--- src/hdl/xnee_pkg.sv ---
// ----------------------------------------------------------------------------
// xnee_pkg
// Shared types, constants and character class functions of the name encoder.
// ----------------------------------------------------------------------------
package xnee_pkg;

    localparam int unsigned BYTE_W      = 8;
    localparam int unsigned MODE_W      = 2;
    localparam int unsigned HOLD_DEPTH  = 6;                 // look-ahead bytes
    localparam int unsigned WIN_DEPTH   = HOLD_DEPTH + 1;    // window incl. new byte
    localparam int unsigned CNT_W       = $clog2(WIN_DEPTH + 1);
    localparam int unsigned ESC_LEN     = 7;                 // "_x00HH_"
    localparam int unsigned ESC_IDX_W   = $clog2(ESC_LEN);
    localparam int unsigned QUEUE_DEPTH = 4;

    localparam logic [MODE_W-1:0] MODE_NAME = 2'd0;

    localparam logic [BYTE_W-1:0] CH_UNDERSCORE = 8'h5F;
    localparam logic [BYTE_W-1:0] CH_DASH       = 8'h2D;
    localparam logic [BYTE_W-1:0] CH_DOT        = 8'h2E;
    localparam logic [BYTE_W-1:0] CH_X          = 8'h78;
    localparam logic [BYTE_W-1:0] CH_ZERO       = 8'h30;
    localparam logic [BYTE_W-1:0] HIGH_BYTE_MIN = 8'd128;

    // Escape sequence positions
    localparam logic [ESC_IDX_W-1:0] ESC_OPEN  = 3'd0;
    localparam logic [ESC_IDX_W-1:0] ESC_X     = 3'd1;
    localparam logic [ESC_IDX_W-1:0] ESC_PAD0  = 3'd2;
    localparam logic [ESC_IDX_W-1:0] ESC_PAD1  = 3'd3;
    localparam logic [ESC_IDX_W-1:0] ESC_HI    = 3'd4;
    localparam logic [ESC_IDX_W-1:0] ESC_LO    = 3'd5;
    localparam logic [ESC_IDX_W-1:0] ESC_CLOSE = 3'd6;

    // One classified byte handed from front to back
    typedef struct packed {
        logic [BYTE_W-1:0] data;
        logic              esc;
        logic              last;
    } xnee_entry_t;

    // Queue status
    typedef struct packed {
        logic full;
        logic empty;
    } xnee_qstat_t;

    function automatic logic is_alpha(input logic [BYTE_W-1:0] c);
        return (c >= 8'h41 && c <= 8'h5A) || (c >= 8'h61 && c <= 8'h7A);
    endfunction

    function automatic logic is_digit(input logic [BYTE_W-1:0] c);
        return c >= 8'h30 && c <= 8'h39;
    endfunction

    function automatic logic is_hex(input logic [BYTE_W-1:0] c);
        return is_digit(c) || (c >= 8'h41 && c <= 8'h46) || (c >= 8'h61 && c <= 8'h66);
    endfunction

    function automatic logic is_valid(input logic [BYTE_W-1:0] c, input logic first);
        logic v;
        if (c >= HIGH_BYTE_MIN)
            v = 1'b1;
        else if (first)
            v = is_alpha(c) || c == CH_UNDERSCORE;
        else
            v = is_alpha(c) || is_digit(c) || c == CH_UNDERSCORE ||
                c == CH_DASH || c == CH_DOT;
        return v;
    endfunction

    function automatic logic [BYTE_W-1:0] hex_up(input logic [3:0] v);
        logic [BYTE_W-1:0] r;
        if (v < 4'd10)
            r = CH_ZERO + {4'd0, v};
        else
            r = 8'h41 + {4'd0, v - 4'd10};
        return r;
    endfunction

endpackage

--- src/hdl/xnee_front.sv ---
// ----------------------------------------------------------------------------
// xnee_front
// Look-ahead window: accepts name bytes, classifies the oldest one and
// flushes the window when the name ends.
// ----------------------------------------------------------------------------
module xnee_front
(
    input  logic                         clk,
    input  logic                         rst_n,
    input  logic                         push,
    output logic                         full,
    input  logic [xnee_pkg::BYTE_W-1:0]  data_byte,
    input  logic                         end_of_name,
    input  logic [xnee_pkg::MODE_W-1:0]  mode,
    output logic                         q_push,
    output xnee_pkg::xnee_entry_t        q_data,
    input  xnee_pkg::xnee_qstat_t        q_stat
);
    import xnee_pkg::*;

    logic [BYTE_W-1:0] win_reg  [WIN_DEPTH];
    logic [BYTE_W-1:0] win_next [WIN_DEPTH];
    logic [BYTE_W-1:0] cand     [WIN_DEPTH];
    logic [CNT_W-1:0]  cnt_reg, cnt_next;
    logic              flush_reg, flush_next;
    logic              first_reg, first_next;
    logic [MODE_W-1:0] mode_reg, mode_next;

    logic accept;
    logic emit_shift;     // window full, oldest byte leaves on a non-final transfer
    logic emit_flush;
    logic look_en;
    logic lookalike;
    logic first_chk;

    assign full       = flush_reg || (cnt_reg == CNT_W'(HOLD_DEPTH) && q_stat.full);
    assign accept     = push && !full;
    assign emit_shift = accept && !end_of_name && cnt_reg == CNT_W'(HOLD_DEPTH);
    assign emit_flush = flush_reg && !q_stat.full;

    always_comb
    begin
        for (int i = 0; i < int'(HOLD_DEPTH); i++)
        begin
            cand[i] = win_reg[i];
        end
        cand[HOLD_DEPTH] = flush_reg ? win_reg[HOLD_DEPTH] : data_byte;
    end

    assign look_en   = !flush_reg || cnt_reg == CNT_W'(WIN_DEPTH);
    assign lookalike = look_en && cand[0] == CH_UNDERSCORE && cand[1] == CH_X &&
                       is_hex(cand[2]) && is_hex(cand[3]) && is_hex(cand[4]) &&
                       is_hex(cand[5]) && cand[6] == CH_UNDERSCORE;
    assign first_chk = first_reg && mode_reg == MODE_NAME;

    assign q_push      = emit_shift || emit_flush;
    assign q_data.data = cand[0];
    assign q_data.esc  = !is_valid(cand[0], first_chk) || lookalike;
    assign q_data.last = flush_reg && cnt_reg == CNT_W'(1);

    always_comb
    begin
        win_next   = win_reg;
        cnt_next   = cnt_reg;
        flush_next = flush_reg;
        first_next = first_reg;
        mode_next  = mode_reg;
        if (emit_flush)
        begin
            for (int i = 0; i < int'(WIN_DEPTH) - 1; i++)
            begin
                win_next[i] = win_reg[i+1];
            end
            cnt_next   = cnt_reg - CNT_W'(1);
            first_next = 1'b0;
            if (cnt_reg == CNT_W'(1))
            begin
                flush_next = 1'b0;
                first_next = 1'b1;
            end
        end
        else if (accept)
        begin
            if (cnt_reg == '0 && first_reg)
                mode_next = mode;
            if (emit_shift)
            begin
                for (int i = 0; i < int'(HOLD_DEPTH) - 1; i++)
                begin
                    win_next[i] = win_reg[i+1];
                end
                win_next[HOLD_DEPTH-1] = data_byte;
                first_next = 1'b0;
            end
            else
            begin
                for (int i = 0; i < int'(WIN_DEPTH); i++)
                begin
                    if (CNT_W'(i) == cnt_reg)
                        win_next[i] = data_byte;
                end
                cnt_next   = cnt_reg + CNT_W'(1);
                flush_next = end_of_name;
            end
        end
    end

    always_ff @(posedge clk)
    begin
        win_reg <= win_next;
    end

    always_ff @(posedge clk or negedge rst_n)
    begin
        if (!rst_n)
        begin
            cnt_reg   <= '0;
            flush_reg <= 1'b0;
            first_reg <= 1'b1;
            mode_reg  <= MODE_NAME;
        end
        else
        begin
            cnt_reg   <= cnt_next;
            flush_reg <= flush_next;
            first_reg <= first_next;
            mode_reg  <= mode_next;
        end
    end

endmodule

--- src/hdl/xnee_queue.sv ---
// ----------------------------------------------------------------------------
// xnee_queue
// Short FIFO of classified bytes between the front and back parts.
// ----------------------------------------------------------------------------
module xnee_queue
#(
    parameter int unsigned DEPTH = xnee_pkg::QUEUE_DEPTH
)
(
    input  logic                  clk,
    input  logic                  rst_n,
    input  logic                  push,
    input  xnee_pkg::xnee_entry_t push_data,
    input  logic                  pop,
    output xnee_pkg::xnee_entry_t pop_data,
    output xnee_pkg::xnee_qstat_t stat
);
    import xnee_pkg::*;

    localparam int unsigned PTR_W   = (DEPTH > 1) ? $clog2(DEPTH) : 1;
    localparam int unsigned COUNT_W = $clog2(DEPTH + 1);

    xnee_entry_t        mem [DEPTH];
    logic [PTR_W-1:0]   wr_ptr_reg, wr_ptr_next;
    logic [PTR_W-1:0]   rd_ptr_reg, rd_ptr_next;
    logic [COUNT_W-1:0] count_reg, count_next;
    logic               do_push, do_pop;

    assign stat.full  = count_reg == COUNT_W'(DEPTH);
    assign stat.empty = count_reg == '0;
    assign do_push    = push && !stat.full;
    assign do_pop     = pop && !stat.empty;
    assign pop_data   = mem[rd_ptr_reg];

    always_comb
    begin
        wr_ptr_next = wr_ptr_reg;
        rd_ptr_next = rd_ptr_reg;
        count_next  = count_reg;
        if (do_push)
            wr_ptr_next = (wr_ptr_reg == PTR_W'(DEPTH - 1)) ? '0 : wr_ptr_reg + PTR_W'(1);
        if (do_pop)
            rd_ptr_next = (rd_ptr_reg == PTR_W'(DEPTH - 1)) ? '0 : rd_ptr_reg + PTR_W'(1);
        if (do_push && !do_pop)
            count_next = count_reg + COUNT_W'(1);
        else if (do_pop && !do_push)
            count_next = count_reg - COUNT_W'(1);
    end

    always_ff @(posedge clk)
    begin
        if (do_push)
            mem[wr_ptr_reg] <= push_data;
    end

    always_ff @(posedge clk or negedge rst_n)
    begin
        if (!rst_n)
        begin
            wr_ptr_reg <= '0;
            rd_ptr_reg <= '0;
            count_reg  <= '0;
        end
        else
        begin
            wr_ptr_reg <= wr_ptr_next;
            rd_ptr_reg <= rd_ptr_next;
            count_reg  <= count_next;
        end
    end

endmodule

--- src/hdl/xnee_back.sv ---
// ----------------------------------------------------------------------------
// xnee_back
// Output sequencer: passes a byte through or expands it to _x00HH_.
// ----------------------------------------------------------------------------
module xnee_back
(
    input  logic                         clk,
    input  logic                         rst_n,
    output logic                         q_pop,
    input  xnee_pkg::xnee_entry_t        q_data,
    input  xnee_pkg::xnee_qstat_t        q_stat,
    output logic                         empty,
    input  logic                         pop,
    output logic [xnee_pkg::BYTE_W-1:0]  out_byte,
    output logic                         out_last
);
    import xnee_pkg::*;

    xnee_entry_t          ent_reg, ent_next;
    logic                 busy_reg, busy_next;
    logic [ESC_IDX_W-1:0] idx_reg, idx_next;
    logic                 at_end;
    logic                 finish;
    logic                 take;

    assign at_end = !ent_reg.esc || idx_reg == ESC_CLOSE;
    assign finish = busy_reg && pop && at_end;
    assign take   = !busy_reg || finish;
    assign q_pop  = take && !q_stat.empty;

    assign empty    = !busy_reg;
    assign out_last = ent_reg.last && at_end;

    always_comb
    begin
        if (!ent_reg.esc)
            out_byte = ent_reg.data;
        else
        begin
            unique case (idx_reg)
                ESC_OPEN:  out_byte = CH_UNDERSCORE;
                ESC_X:     out_byte = CH_X;
                ESC_PAD0:  out_byte = CH_ZERO;
                ESC_PAD1:  out_byte = CH_ZERO;
                ESC_HI:    out_byte = hex_up(ent_reg.data[7:4]);
                ESC_LO:    out_byte = hex_up(ent_reg.data[3:0]);
                ESC_CLOSE: out_byte = CH_UNDERSCORE;
                default:   out_byte = CH_UNDERSCORE;
            endcase
        end
    end

    always_comb
    begin
        ent_next  = ent_reg;
        busy_next = busy_reg;
        idx_next  = idx_reg;
        if (take)
        begin
            busy_next = !q_stat.empty;
            ent_next  = q_data;
            idx_next  = ESC_OPEN;
        end
        else if (busy_reg && pop)
            idx_next = idx_reg + ESC_IDX_W'(1);
    end

    always_ff @(posedge clk)
    begin
        ent_reg <= ent_next;
    end

    always_ff @(posedge clk or negedge rst_n)
    begin
        if (!rst_n)
        begin
            busy_reg <= 1'b0;
            idx_reg  <= ESC_OPEN;
        end
        else
        begin
            busy_reg <= busy_next;
            idx_reg  <= idx_next;
        end
    end

endmodule

--- src/hdl/xml_name_escape_encoder_core.sv ---
// ----------------------------------------------------------------------------
// xml_name_escape_encoder_core
// Streaming XML name encoder with _xHHHH_ escapes for invalid characters.
// ----------------------------------------------------------------------------
// Bytes of a name enter one per transfer on the push side, end_of_name set on
// the final byte; mode is sampled on the first byte of each name (0 name,
// 1 nmtoken, 2 local name; 2 and 3 act like 1). Every byte that is not a valid
// name character comes out as the seven bytes _x00HH_ (uppercase hex), and an
// underscore that starts an escape look-alike (_xhhhh_) inside the name is
// escaped too. Bytes of 128 and up always pass. The front keeps six bytes of
// look-ahead, so output for a name trails its input by six bytes, and the
// held bytes drain when end_of_name arrives. Input rate: one byte per clock
// while the window fills or slides; once six bytes are held, full is also
// raised for as long as the internal queue is full. The transfer that carries
// end_of_name is followed by full while the window drains one byte per cycle
// into the internal queue, and full lasts longer when that queue backs up.
// Output rate: one result byte per clock while pop is held and bytes are
// waiting, so an escaped byte occupies the pop side for seven result bytes, and
// that result sequencer is what bounds throughput on escape-heavy names.
// A queue of QUEUE_DEPTH classified bytes sits between front and back, and
// out_last marks the final result byte of each name.
// ----------------------------------------------------------------------------
module xml_name_escape_encoder_core
#(
    parameter int unsigned QUEUE_DEPTH = xnee_pkg::QUEUE_DEPTH
)
(
    input  logic                         clk,
    input  logic                         rst_n,
    // input transfer
    input  logic                         push,
    output logic                         full,
    input  logic [xnee_pkg::BYTE_W-1:0]  data_byte,
    input  logic                         end_of_name,
    input  logic [xnee_pkg::MODE_W-1:0]  mode,
    // result transfer
    output logic                         empty,
    input  logic                         pop,
    output logic [xnee_pkg::BYTE_W-1:0]  out_byte,
    output logic                         out_last
);
    import xnee_pkg::*;

    logic        q_push;
    logic        q_pop;
    xnee_entry_t q_in;
    xnee_entry_t q_out;
    xnee_qstat_t q_stat;

    // Front: window and classification
    xnee_front u_front
    (
        .clk         (clk),
        .rst_n       (rst_n),
        .push        (push),
        .full        (full),
        .data_byte   (data_byte),
        .end_of_name (end_of_name),
        .mode        (mode),
        .q_push      (q_push),
        .q_data      (q_in),
        .q_stat      (q_stat)
    );

    // Decoupling queue
    xnee_queue #(.DEPTH(QUEUE_DEPTH)) u_queue
    (
        .clk       (clk),
        .rst_n     (rst_n),
        .push      (q_push),
        .push_data (q_in),
        .pop       (q_pop),
        .pop_data  (q_out),
        .stat      (q_stat)
    );

    // Back: pass-through or escape expansion
    xnee_back u_back
    (
        .clk      (clk),
        .rst_n    (rst_n),
        .q_pop    (q_pop),
        .q_data   (q_out),
        .q_stat   (q_stat),
        .empty    (empty),
        .pop      (pop),
        .out_byte (out_byte),
        .out_last (out_last)
    );

endmodule

--- config.mk ---
export PLATFORM = sky130hd
export DESIGN_NAME = xml_name_escape_encoder_core
export DESIGN_NICKNAME = d
export VERILOG_FILES = /design/src/hdl/xnee_pkg.sv /design/src/hdl/xnee_front.sv /design/src/hdl/xnee_queue.sv /design/src/hdl/xnee_back.sv /design/src/hdl/xml_name_escape_encoder_core.sv
export SDC_FILE = /design/constraint.sdc
export NUM_CORES = 1
export LEC_CHECK = 0
export ABC_CLOCK_PERIOD_IN_PS = 7200
export BUFFER_PORTS_ARGS = -buffer_cell sky130_fd_sc_hd__buf_2
export CAP_MARGIN = 30
export CORE_AREA = 5 5 121 123
export DETAILED_ROUTE_END_ITERATION = 7
export DIE_AREA = 0 0 126 128
export HOLD_SLACK_MARGIN = 0.12
export SETUP_SLACK_MARGIN = 0.4
export SYNTH_ARGS = -nofsm -noshare
export SYNTH_HDL_FRONTEND = slang
export SYNTH_SLANG_ARGS = --single-unit
--- constraint.sdc ---
create_clock -name clk -period 7.2 [get_ports clk]
set_input_delay 0.72 -clock clk [delete_from_list [all_inputs] [get_ports clk]]
set_output_delay 0.72 -clock clk [all_outputs]
set_load 0.1 [all_outputs]
==> results.toml, run 1 <==
[critical_path]
crit_path_start = "u_front.cnt_reg[0]"
crit_fanout = 48
crit_type = "reg2reg"
max_stage_delay_ps = 740
crit_end = "u_queue.count_reg[2]"
path_cells = "inv_1, ha_1, and2_1, a211oi_2, a21oi_4, inv_2, ha_1, inv_1, fa_1, xor2_1, nor2_1, xor2_1"
arrival_ps = 4090
critical-path-slowest-cell = "a211oi_2"
worst-r2r-setup-slack_ps = 3450
rr_endpoint = "u_queue.count_reg[2]"
startpoint_type = "register"
reg2regPathDepth = 12
worstPathRequired_ps = 7540
cp-end-kind = "register"
rr_startpoint = "u_front.cnt_reg[0]"

[floorplanning]
die_x_um = 126
start_util_pct = 43.8
dieHeight_um = 128
rows = 43
boundaryPins = 26
coreArea_um2 = 13600
dieArea_um2 = 16100

[yosys]
synth_flop_cell = "edfxtp_1"
ys_ff_latch = 124
ys_types = 64
synthesis.area_um2 = 5940
async_flop_share_pct = 14.5
syn_avg_cell_area_um2 = 13.9
synth_edf_count = 106
synth_seq_area_share_pct = 61.2
yosys_warnings = 0
synth_nets = 467
syn_inst = 427

[global_route]
grt_pass1_vias = 3693
antenna_found_initial = 0
grt_max_degree = 49
grt_overflow = 0
grt_pass1_wl_um = 18700
track_usage_pct = 15.0

[sta]
hold_viol = 0
worst_pin_slew_ps = 876
finalCritPeriodShare_pct = 52.1
max-slew-margin-rel_pct = 41.5
fin_tns_setup_ps = 0
finalSetupViolCount = 0
layout_min_cycle_time_ps = 3750
fmax_mhz = 266
finalClockSkew_ps = 6.24
maxSlewViolCount = 0
setup_ws_ps = 3450
rsz0062_at_grt = "false"

[drt]
drt_iter0_markers = 231
num_vias = 3531
postRouteAntennaNets = 0
routed_wl_um = 11300
drc = 0
drtPass1Iterations = 4
post_drt_wl_per_cell_um = 17.3
vias_per_cell = 5.42

[clocking]
cts_resized = 0
ctsLongestPathBuffers = 2
cts_tree = "built"
cts-root-buf = "clkbuf_16"
post_cts_buffers = 0
cts_hold_buf = 0
cts_made_buffers = 17
h-tree-depth = 4
cts.clk_slew.worst_paths_ps = 50
clock_latency_ps = 410
clock-sinks = 124

[placement]
place_congestion = 0.853
port_buffers = 25
dp_worst_setup_slack_ps = 3480
dp_hpwl_um = 8250
place_inst = 620

[hold_path]
hp-class = "in2async"

[outcome]
status = "finished, final reports clean"

[final_layout]
finalNonFillerCells = 652
final_nets = 499
num_antenna_cells = 0
drive_gt1_share_pct = 15.7
area_delta_synth_final_pct = 14.2

[job]
drv_cap = 0
-- cells in the final DEF (no fill, tap or decap), types with 13 or more instances in the layout --
cell type	n
ha_1	24
buf_2	25
nand2_1	18
clkbuf_16	17
edfxtp_1	106
a21o_1	40
dfrtp_1	17
and2_1	13
nor2_1	19
a21oi_1	17
inv_1	20
-- metal layers --
layer	wire [um]	global-route usage [%]	part of all wire [%]	up-vias
met5	0	0	0	-
met2	5880	26.5	52	63
met4	189	7.13	1.7	0
li1	-	-	-	1719
met3	364	4.29	3.2	13
met1	4850	16.7	43	1736
-- metrics by stage --
step,hold WS [ps],area (um^2),util (%)
after floorplan,424,5940,-
after global placement,506,6210,45.8
after detailed placement,510,6210,45.8
after CTS,255,6780,50.0
after global routing,281,6780,50.0
final,258,6780,50.0
-- worst min path at each step --
stage                             start                  end  slack [ps]
floorplan                         rst_n      u_back.busy_reg         420
global placement    u_front.mode_reg[0]  u_front.mode_reg[0]         510
detailed placement  u_front.mode_reg[1]  u_front.mode_reg[1]         510
CTS                               rst_n    u_front.flush_reg         260
global route                      rst_n   u_front.cnt_reg[1]         280
finish                            rst_n    u_front.flush_reg         260
-- synthesized netlist by cell type, drive strengths merged (3+ instances only) --
library cell	number	area share [%]
nor2b	5	0.53
clkbuf	5	0.32
a31oi	3	0.32
nor3b	3	0.57
nand2	18	1.1
inv	21	1.3
nand4	6	0.63
or3	5	0.53
a21oi	18	1.7
ha	24	5.1
and2	13	1.4
a211o	4	0.59
mux4	10	3.8
nor3	7	0.59
o21ai	11	0.93
a211oi	3	0.46
a22o	12	1.8
dfrtp	17	7.2
xnor2	4	0.59
o211ai	4	0.51
a21o	40	5.1
nor2	20	1.3
edfxtp	106	54
mux2	8	1.5
buf	8	1.0
nand4b	4	0.59
nand3	8	0.67
xor2	4	0.59
-- cell families (layout without fill, tap and decap cells) --
logic type	count (synthesis)	after routing	share of synthesized area, %
buffers and inverters	34	79	2.68
adders and majority gates	25	25	5.40
xor gates and xnor gates	8	8	1.18
muxes	18	18	5.31
DFF	124	124	61.2
AOI/OAI and AO/OA	114	114	14.1
and+or+nand+nor	104	104	10.1
-- layout make-up --
cell class                 count  area, um^2
clock inverter                11         128
multi-input combinational    269        2140
inverter                      21        78.8
clock buffer                  21         440
fill                        1174        6780
timing repair buffer          26         133
tap                          180         225
sequential                   124        3630
-- critical path: cells and delay by family, from the launching register on --
family / cells / cell delay, ps
AOI/OAI and AO/OA: 2 / 900
and+or+nand+nor: 2 / 300
adders and majority gates: 3 / 940
buffers and inverters: 3 / 810
xor gates and xnor gates: 2 / 320
DFF: 1 / 410
Power of run 1 is not shown: default switching activity piles up to over one toggle a cycle in this logic, so the estimate is an artifact.
==> run 2: changes to the inputs <==
- ABC_AREA: not set -> 1
- ABC_CLOCK_PERIOD_IN_PS: 7200 -> 3300
- CORE_AREA: 5 5 121 123 -> 5 5 127 129
- DIE_AREA: 0 0 126 128 -> 0 0 132 134
- clock period: 7.2 -> 3.3 ns (I/O delays scaled with it)
==> run 2 against run 1 <==
Effect of this change: worst setup slack worse by 2800 ps; worst hold slack worse by 120 ps; utilization up 0.47 points; sequential cell count unchanged; via count up 42%; critical path depth down 2; critical path type is now reg2out; critical endpoint is now out_byte[6]; largest cell class unchanged.
==> results.toml, run 2 <==
[sta]
max-slew-margin-rel_pct = 41.7
fmax_mhz = 371
finalSetupViolCount = 0
layout_min_cycle_time_ps = 2690
worst_pin_slew_ps = 871
hold_viol = 0
rsz0062_at_grt = "false"
finalCritPeriodShare_pct = 81.6
finalClockSkew_ps = 6.71
fin_tns_setup_ps = 0
maxSlewViolCount = 0

[yosys]
yosys_warnings = 0
ys_top_cells_by_area = "edfxtp_1 49%, nand2_1 17%, dfrtp_1 6.5%"
synth_common_cells = "291 x nand2_1, 106 x edfxtp_1, 71 x nor2_1, 66 x inv_1, 53 x o21ai_0"
synth_seq_area_share_pct = 55.6
syn_avg_cell_area_um2 = 8.81
synth_nets = 782
ys_ff_latch = 124
synthesis.area_um2 = 6540
yosys.area.top_type_share_pct = 48.7
ys_types = 33
synth_area_leader_cell = "edfxtp_1"
async_flop_share_pct = 14.5
synth.most_common_cell = "nand2_1"
syn_inst = 742
synth_edf_count = 106
synth_flop_cell = "edfxtp_1"

[critical_path]
cp-end-kind = "output pin"
crit_fanout = 6
max_stage_delay_ps = 430
startpoint_type = "register"
worstPathRequired_ps = 2970
path_cells = "inv_1, ha_1, nand2_1, inv_1, nor2_1, nand2_1, nand3_1, nor2_1, a21oi_1, buf_2"
crit_buf_inv = 3
crit_family = "buffers and inverters"
critical-path-slowest-cell = "buf_2"
arrival_ps = 2360
crit_type = "reg2out"

[final_layout]
layout_common_cells = "291 x nand2_1, 106 x edfxtp_1, 71 x nor2_1"
final_common_cell = "nand2_1"
area_delta_synth_final_pct = 15.2
drive_gt1_share_pct = 10.7
final_nets = 824
fin_area_um2 = 7530
fill_cells = 1368
num_antenna_cells = 0

[drt]
postRouteAntennaNets = 0
drc = 0
routed_wl_um = 14200
post_drt_wl_per_cell_um = 14.4
drt_iter0_markers = 330
drtPass1Iterations = 4
num_vias = 5009
vias_per_cell = 5.09

[power_and_ir_drop]
p_per_area_nw_per_um2 = 1090
leakagePower_nw = 3.32
peakVddDrop_uv = 658

[hold_path]
hp-class = "in2reg"

[placement]
place_congestion = 0.892
place_area_um2 = 6840
dp_hpwl_um = 10200
port_buffers = 25

[clocking]
cts_tree = "built"
ctsLongestPathBuffers = 2
post_cts_buffers = 0
cts-root-buf = "clkbuf_16"
clock_latency_ps = 420
cts.clk_slew.worst_paths_ps = 60
cts_made_buffers = 17
clock-sinks = 124
h-tree-depth = 4

[global_route]
track_usage_pct = 16.4
use_met1_pct = 21.8
grt_max_degree = 46
busiest_layer = "met2"
grt_pass1_vias = 4716
grt_pass1_wl_um = 23100
met2_usage_pct = 26.3
grt_overflow = 0
gr-usage-met3_pct = 4.39
antenna_found_initial = 0

[floorplanning]
coreArea_um2 = 14900
boundaryPins = 26
start_util_pct = 43.8
rows = 45
dieArea_um2 = 17700
dieHeight_um = 134
die_x_um = 132

[job]
drv_cap = 0

[outcome]
status = "finished, final reports clean"
## run 2: cells by family (layout without fill, tap and decap cells)
group / Yosys count / after routing / synth area share, %
xor gates and xnor gates: 5 / 5 / 0.670
and+or+nand+nor: 410 / 410 / 25.4
DFF: 124 / 124 / 55.6
adders and majority gates: 25 / 25 / 4.90
AOI/OAI and AO/OA: 88 / 88 / 7.60
muxes: 1 / 1 / 0.172
buffers and inverters: 89 / 144 / 5.66
## run 2: final cells by class
type,count,area [um^2],share of cell area [%]
Sequential cell,124,3630,48.2
Clock buffer,24,523,6.94
Clock inverter,8,51.3,0.681
Timing Repair Buffer,42,280,3.72
Tap cell,188,235,3.12
Multi-Input combinational cell,529,2540,33.7
Inverter,70,267,3.54
## run 2: per-layer routing
layer  share of wire (%)  vias up
met5                   0        -
met4                 2.0        0
met3                 3.8       24
met2                  47       96
met1                  47     2367
li1                    -     2522
## run 2: tightest hold or removal path, cell delays in order
cell     delay [ps]
buf_2            80
nand2_1          40
o21ai_0          70
## run 2: power breakdown
part           total, W  leakage, nW  switching, W  internal, W
clock           0.00176        0.289      0.000660      0.00110
combinational   0.00323         1.82       0.00236     0.000867
sequential      0.00320         1.21      0.000560      0.00264
total           0.00819         3.32       0.00358      0.00461
## run 2: per-stage QoR
| stage | total power, W | instances | hold slack [ps] | utilization [%] | worst slack, ps |
|---|---|---|---|---|---|
| after global placement | 0.00638 | 941 | 276 | 45.9 | 703 |
| after floorplan | 0.00563 | 742 | 34.4 | - | 400 |
| after global routing | 0.00876 | 985 | 156 | 50.5 | 403 |
| after CTS | 0.00823 | 983 | 123 | 50.4 | 547 |
| final | 0.00819 | 985 | 137 | 50.5 | 607 |
| after detailed placement | 0.00646 | 941 | 286 | 45.9 | 662 |
## run 2: path summary, 6_finish.rpt
path,start,to,slack [ps],depth (start not counted)
max,u_back.idx_reg[0],out_byte[6],610,10
max reg2reg,u_front.cnt_reg[0],u_queue.count_reg[2],660,14
min reg2reg,u_front.first_reg,u_front.first_reg,480,2
min,mode[0],u_front.mode_reg[0],140,3
max in group asynchronous,rst_n,u_front.first_reg,2610,2
min in group asynchronous,rst_n,u_queue.count_reg[0],370,2
## run 2: repair_timing
| item | in CTS | in global routing |
|---|---|---|
| hold buffers | 10 | 0 |
| endpoints found under the hold margin | 26 | 0 |
| resized for setup | 0 | 1 |
| setup endpoints to repair | 0 | 1 |
No activity file was read; power rests on OpenSTA's default activity.
